--- src/hdl/tlvfc_pkg.sv ---
// Package with types and constants of the TLV frame checker.
`timescale 1ns / 1ps

package tlvfc_pkg;

    localparam int ID_BYTES = 16;

    localparam logic [7:0]  HDR_HI          = 8'hFC;
    localparam logic [7:0]  HDR_LO          = 8'hCD;
    localparam logic [7:0]  FRAME_TAG       = 8'd1;
    localparam logic [15:0] CRC_POLY        = 16'h1021;
    localparam logic [15:0] CRC_INIT        = 16'hFFFF;
    localparam logic [15:0] CRC_TOP         = 16'h8000;
    localparam logic [15:0] BUF_SIZE_RESET  = 16'd64;

    localparam logic [5:0] POS_HDR_HI = 6'd0;
    localparam logic [5:0] POS_HDR_LO = 6'd1;
    localparam logic [5:0] POS_TAG    = 6'd2;
    localparam logic [5:0] POS_LEN_LO = 6'd3;
    localparam logic [5:0] POS_LEN_HI = 6'd4;
    localparam logic [5:0] POS_TIME   = 6'd5;
    localparam logic [5:0] POS_ID     = 6'd11;
    localparam logic [5:0] POS_TEMP   = 6'(11 + ID_BYTES);
    localparam logic [5:0] POS_CRC    = 6'(13 + ID_BYTES);

    typedef enum logic [2:0] {
        ST_OK      = 3'd0,
        ST_BAD_HDR = 3'd1,
        ST_BAD_TAG = 3'd2,
        ST_BAD_LEN = 3'd3,
        ST_BAD_CRC = 3'd4
    } t_status;

    typedef enum logic {
        KIND_ID     = 1'b0,
        KIND_REPORT = 1'b1
    } t_kind;

    typedef struct packed {
        logic [7:0] data_byte;
        logic       frame_start;
    } t_in_beat;

    typedef struct packed {
        t_kind      kind;
        logic [7:0] id_byte;
        t_status    status;
        logic [7:0] year_offset;
        logic [7:0] month;
        logic [7:0] day;
        logic [7:0] hour;
        logic [7:0] minute;
        logic [7:0] second;
        logic [7:0] temp_int;
        logic [7:0] temp_hundredths;
    } t_out_beat;

endpackage

--- src/hdl/tlvfc_crc_step.sv ---
// One-byte update of the CRC-16 (poly 0x1021, MSB first).
`timescale 1ns / 1ps

module tlvfc_crc_step
    import tlvfc_pkg::*;
(
    input  logic [15:0] i_crc,
    input  logic [7:0]  i_byte,
    output logic [15:0] o_crc
);

    always_comb begin
        logic [15:0] c;
        c = i_crc ^ {i_byte, 8'h00};
        for (int k = 0; k < 8; k++) begin
            if ((c & CRC_TOP) != 16'h0000) begin
                c = {c[14:0], 1'b0} ^ CRC_POLY;
            end else begin
                c = {c[14:0], 1'b0};
            end
        end
        o_crc = c;
    end

endmodule

--- config.mk ---
export PLATFORM = sky130hd
export DESIGN_NAME = tlvfc_crc_step
export DESIGN_NICKNAME = d
export VERILOG_FILES = /design/src/hdl/tlvfc_pkg.sv /design/src/hdl/tlvfc_crc_step.sv
export SDC_FILE = /design/constraint.sdc
export NUM_CORES = 1
export LEC_CHECK = 0
export ABC_AREA = 1
export CORE_AREA = 2 2 39 41
export DETAILED_ROUTE_END_ITERATION = 16
export DIE_AREA = 0 0 41 43
export DONT_BUFFER_PORTS = 1
export SKIP_LAST_GASP = 1
export SLEW_MARGIN = 10
export SYNTH_ARGS = -nofsm -noshare
export SYNTH_HDL_FRONTEND = slang
export SYNTH_SLANG_ARGS = --single-unit
export TNS_END_PERCENT = 30
--- constraint.sdc ---
create_clock -name vclk -period 0.8
set_input_delay 0.12 -clock vclk [all_inputs]
set_output_delay 0.12 -clock vclk [all_outputs]
set_load 0.005 [all_outputs]
# Word-level counts from Yosys, hierarchy flattened
# Cells that the tools add are included.
totals:
  reg_bits: 0
  latch_bits: 0
  mem_bits_rw: 0
  mem_bits_ro: 0
  in_bits: 24
  out_inout_bits: 16
  elab_cells: 17
  memories: 0
op_classes:
  add_sub_neg: 0
  n_mul: 0
  div_mod_pow: 0
  n_lt_le_gt_ge: 0
  n_eq_ne: 0
  shifts: 0
  mux: 8
  bitwise: 9
  reduce_logical: 0
op_table:
  columns: ["op", "count"]
  rows:
  - ["two-way mux 13 bit", 8]
  - ["NOT 3 bit", 8]
  - ["XOR 16 bit", 1]

# Longest topological paths before layout
depth:
  ltp_word: 17
  mapped_depth: 7
  ltp_nobuf: 7

# Worst setup path after synthesis
# No wires, ideal clock.
synth_timing:
  path_kind: "input to output"
  start: "input i_crc[12]"
  end: "output o_crc[12]"
  arrival_ns: 0.560
  required_ns: 0.680
  slack_ns: 0.120
  path_stages: 7
  path_buffers: 0
  path_cell_list: "inv_1 -> nand2_1 -> nand2_2 -> nand2_2 -> nand2_2 -> nand2_1 -> nand2_1"
synth_between:
  elab_chain_len: 3
synth_rtl:
  columns: ["item", "line_no", "source"]
  rows:
  - ["start: declaration", "tlvfc_crc_step.sv:7", "input logic [15:0] i_crc,"]
  - ["XOR 16 bit", "tlvfc_crc_step.sv:14", "c = i_crc ^ {i_byte, 8'h00};"]
  - ["two-way mux 13 bit (2 in series)", "tlvfc_crc_step.sv:16", "if ((c & CRC_TOP) != 16'h0000) begin"]
  - ["end: declaration", "tlvfc_crc_step.sv:9", "output logic [15:0] o_crc"]
# No other way between the ends.

# Worst setup path after layout
layout_timing:
  start: "input i_byte[5]"
  end: "output o_crc[6]"
layout_between:
  elab_chain_len: 4
layout_rtl:
  columns: ["item", "line_no", "source"]
  rows:
  - ["start: declaration", "tlvfc_crc_step.sv:8", "input logic [7:0] i_byte,"]
  - ["XOR 16 bit", "tlvfc_crc_step.sv:14", null]
  - ["two-way mux 13 bit (3 in series)", "tlvfc_crc_step.sv:16", null]
# No other way between the ends.

==> flow_summary.yaml <==
outcome:
  status: "complete, no violations"
placement:
  gp_congestion: 0.6334
  io_buffers: 0
  place_area_sq_um: 556.8
  place_hpwl_microns: 1001
  pre_cts_slack_ns: 0.05076
synth:
  synth_top_area_cell: "nand2_1"
  synth_cell_type_count: 7
  synth_top_area_share: 0.4336
  postSynthCellCount: 115
  syn_area_sq_um: 536.8
  yosys_warnings: 0
  syn-num-nets: 139
  syn_avg_cell_area_sq_um: 4.668
  synth-seq-area-share: 0
  ys_top_cells_by_area: "nand2_1 43%, nand2_2 16%, nand2_4 13%, inv_1 12%, nand3_1 7.5%"
die:
  ioPinCount: 40
  die_w_microns: 41
  num_rows: 14
  start_util: 0.3879
  die_h_microns: 43
  die_area_sq_mm: 0.001763
  design.core.area_sq_mm: 0.001384
timing:
  finalCritPeriodShare: 0.9046
  maxSlewHeadroom: 0.8785
  tightest_slew_ns: 0.1816
  period_minus_slack_ns: 0.7237
  holdWs_ns: 0.2976
  worst_slack_ns: 0.07629
  setup_viol: 0
  slew_viol_final: 0
  fmax_mhz: 1382
  hold_viol: 0
global_route:
  grt_pass1_wl_microns: 1676
  global_route.usage.total: 0.1229
  grt.overflow.total: 0
  first_global_vias: 509
  antenna_found_initial: 0
  grt_max_degree: 5
layout:
  finalNetCount: 141
  finalInstanceArea_sq_um: 579.3
  seq_cells: 0
  clkbuf_count: 0
  syn_to_final_growth_pct: 7.925
  layout_common_cells: "55 x nand2_1, 20 x nand2_2, 14 x inv_1, 8 x inv_2, 8 x nand3_1"
  num-fill-cells: 165
  final_common_cell: "nand2_1"
  seq_area_sq_um: 0
  num_antenna_cells: 0
  drive_above_1_share: 0.3043
  fin_util: 0.4186
route:
  drtIter0Drc: 7
  firstDrtPassIters: 4
  totalWireLength_microns: 1086
  wl_per_cell_microns: 8.290
  drc: 0
  drt-vias-per-instance: 4.687
  via_count: 614
  drtAntennaViolNets: 0
critical_path:
  cp-end-kind: "output port"
  start_kind: "input pin"
  critPathMaxFanout: 3
  critPathArrivalTime_ns: 0.60
  worstSetupPathType: "input pin to output port"
  critical_path_required_ns: 0.68
worst_hold_path:
  hp-class: "input pin to output port"
power:
  power.density_mw_per_mm2: 580.4
  power.leakage_nw: 0.4097
  p_total_w: 0.0003363
  ir_worst_vdd_mv: 0.2169
flow_run:
  cap_violations: 0
clocking:
  cts_hold_buf: 0
==> timing repair <==
action	in CTS	in global routing
endpoints found under the setup margin	0	3
gates resized for setup	0	11
buffers inserted	0	0
==> layout make-up <==
type | count | area, sq um | area share
Inverter | 22 | 82.58 | 0.1425
Multi-Input combinational cell | 93 | 476.7 | 0.8229
Tap cell | 16 | 20.02 | 0.03456
==> synthesized netlist by cell type <==
cell type  number
nand3_1         8
nand2_4         6
inv_1          17
nand2_2        14
inv_2           5
nand2_1        62
xor2_1          3
==> worst max-delay path: stages <==
cell	delay (ns)
inv_1	0.05
nand2_1	0.06
nand2_2	0.09
nand2_2	0.07
nand2_2	0.09
nand2_1	0.05
nand2_1	0.08
==> routing by layer <==
layer	track usage	vias to the layer above	routed length, microns
met5	0	-	0
met4	0	0	0
met3	0.01047	0	118
met2	0.2313	24	540
met1	0.1487	253	427
li1	-	337	-
==> stage by stage <==
step	setup TNS, ns	std cells
finish	0	131
global route	-0.0001713	131
CTS	0	131
detailed placement	0	131
global placement	0	131
floorplan	0	115
==> path summary, 6_finish.rpt <==
kind	to	start	cells past startpoint
setup / recovery	o_crc[6]	i_byte[5]	7
hold / removal	o_crc[9]	i_crc[1]	1
==> logic make-up (layout without fill, tap and decap cells) <==
| family | after synthesis | count (layout) | share of synthesized area |
|---|---|---|---|
| buffers and inverters | 22 | 22 | 0.1538 |
| and+or+nand+nor | 90 | 90 | 0.7972 |
| xor gates and xnor gates | 3 | 3 | 0.04896 |
==> power breakdown <==
part           internal, W  switching [W]
logic             0.000121       0.000215
clock network            0              0
registers                0              0
total             0.000121       0.000215
Note: power is estimated with default switching activity, not from simulation.
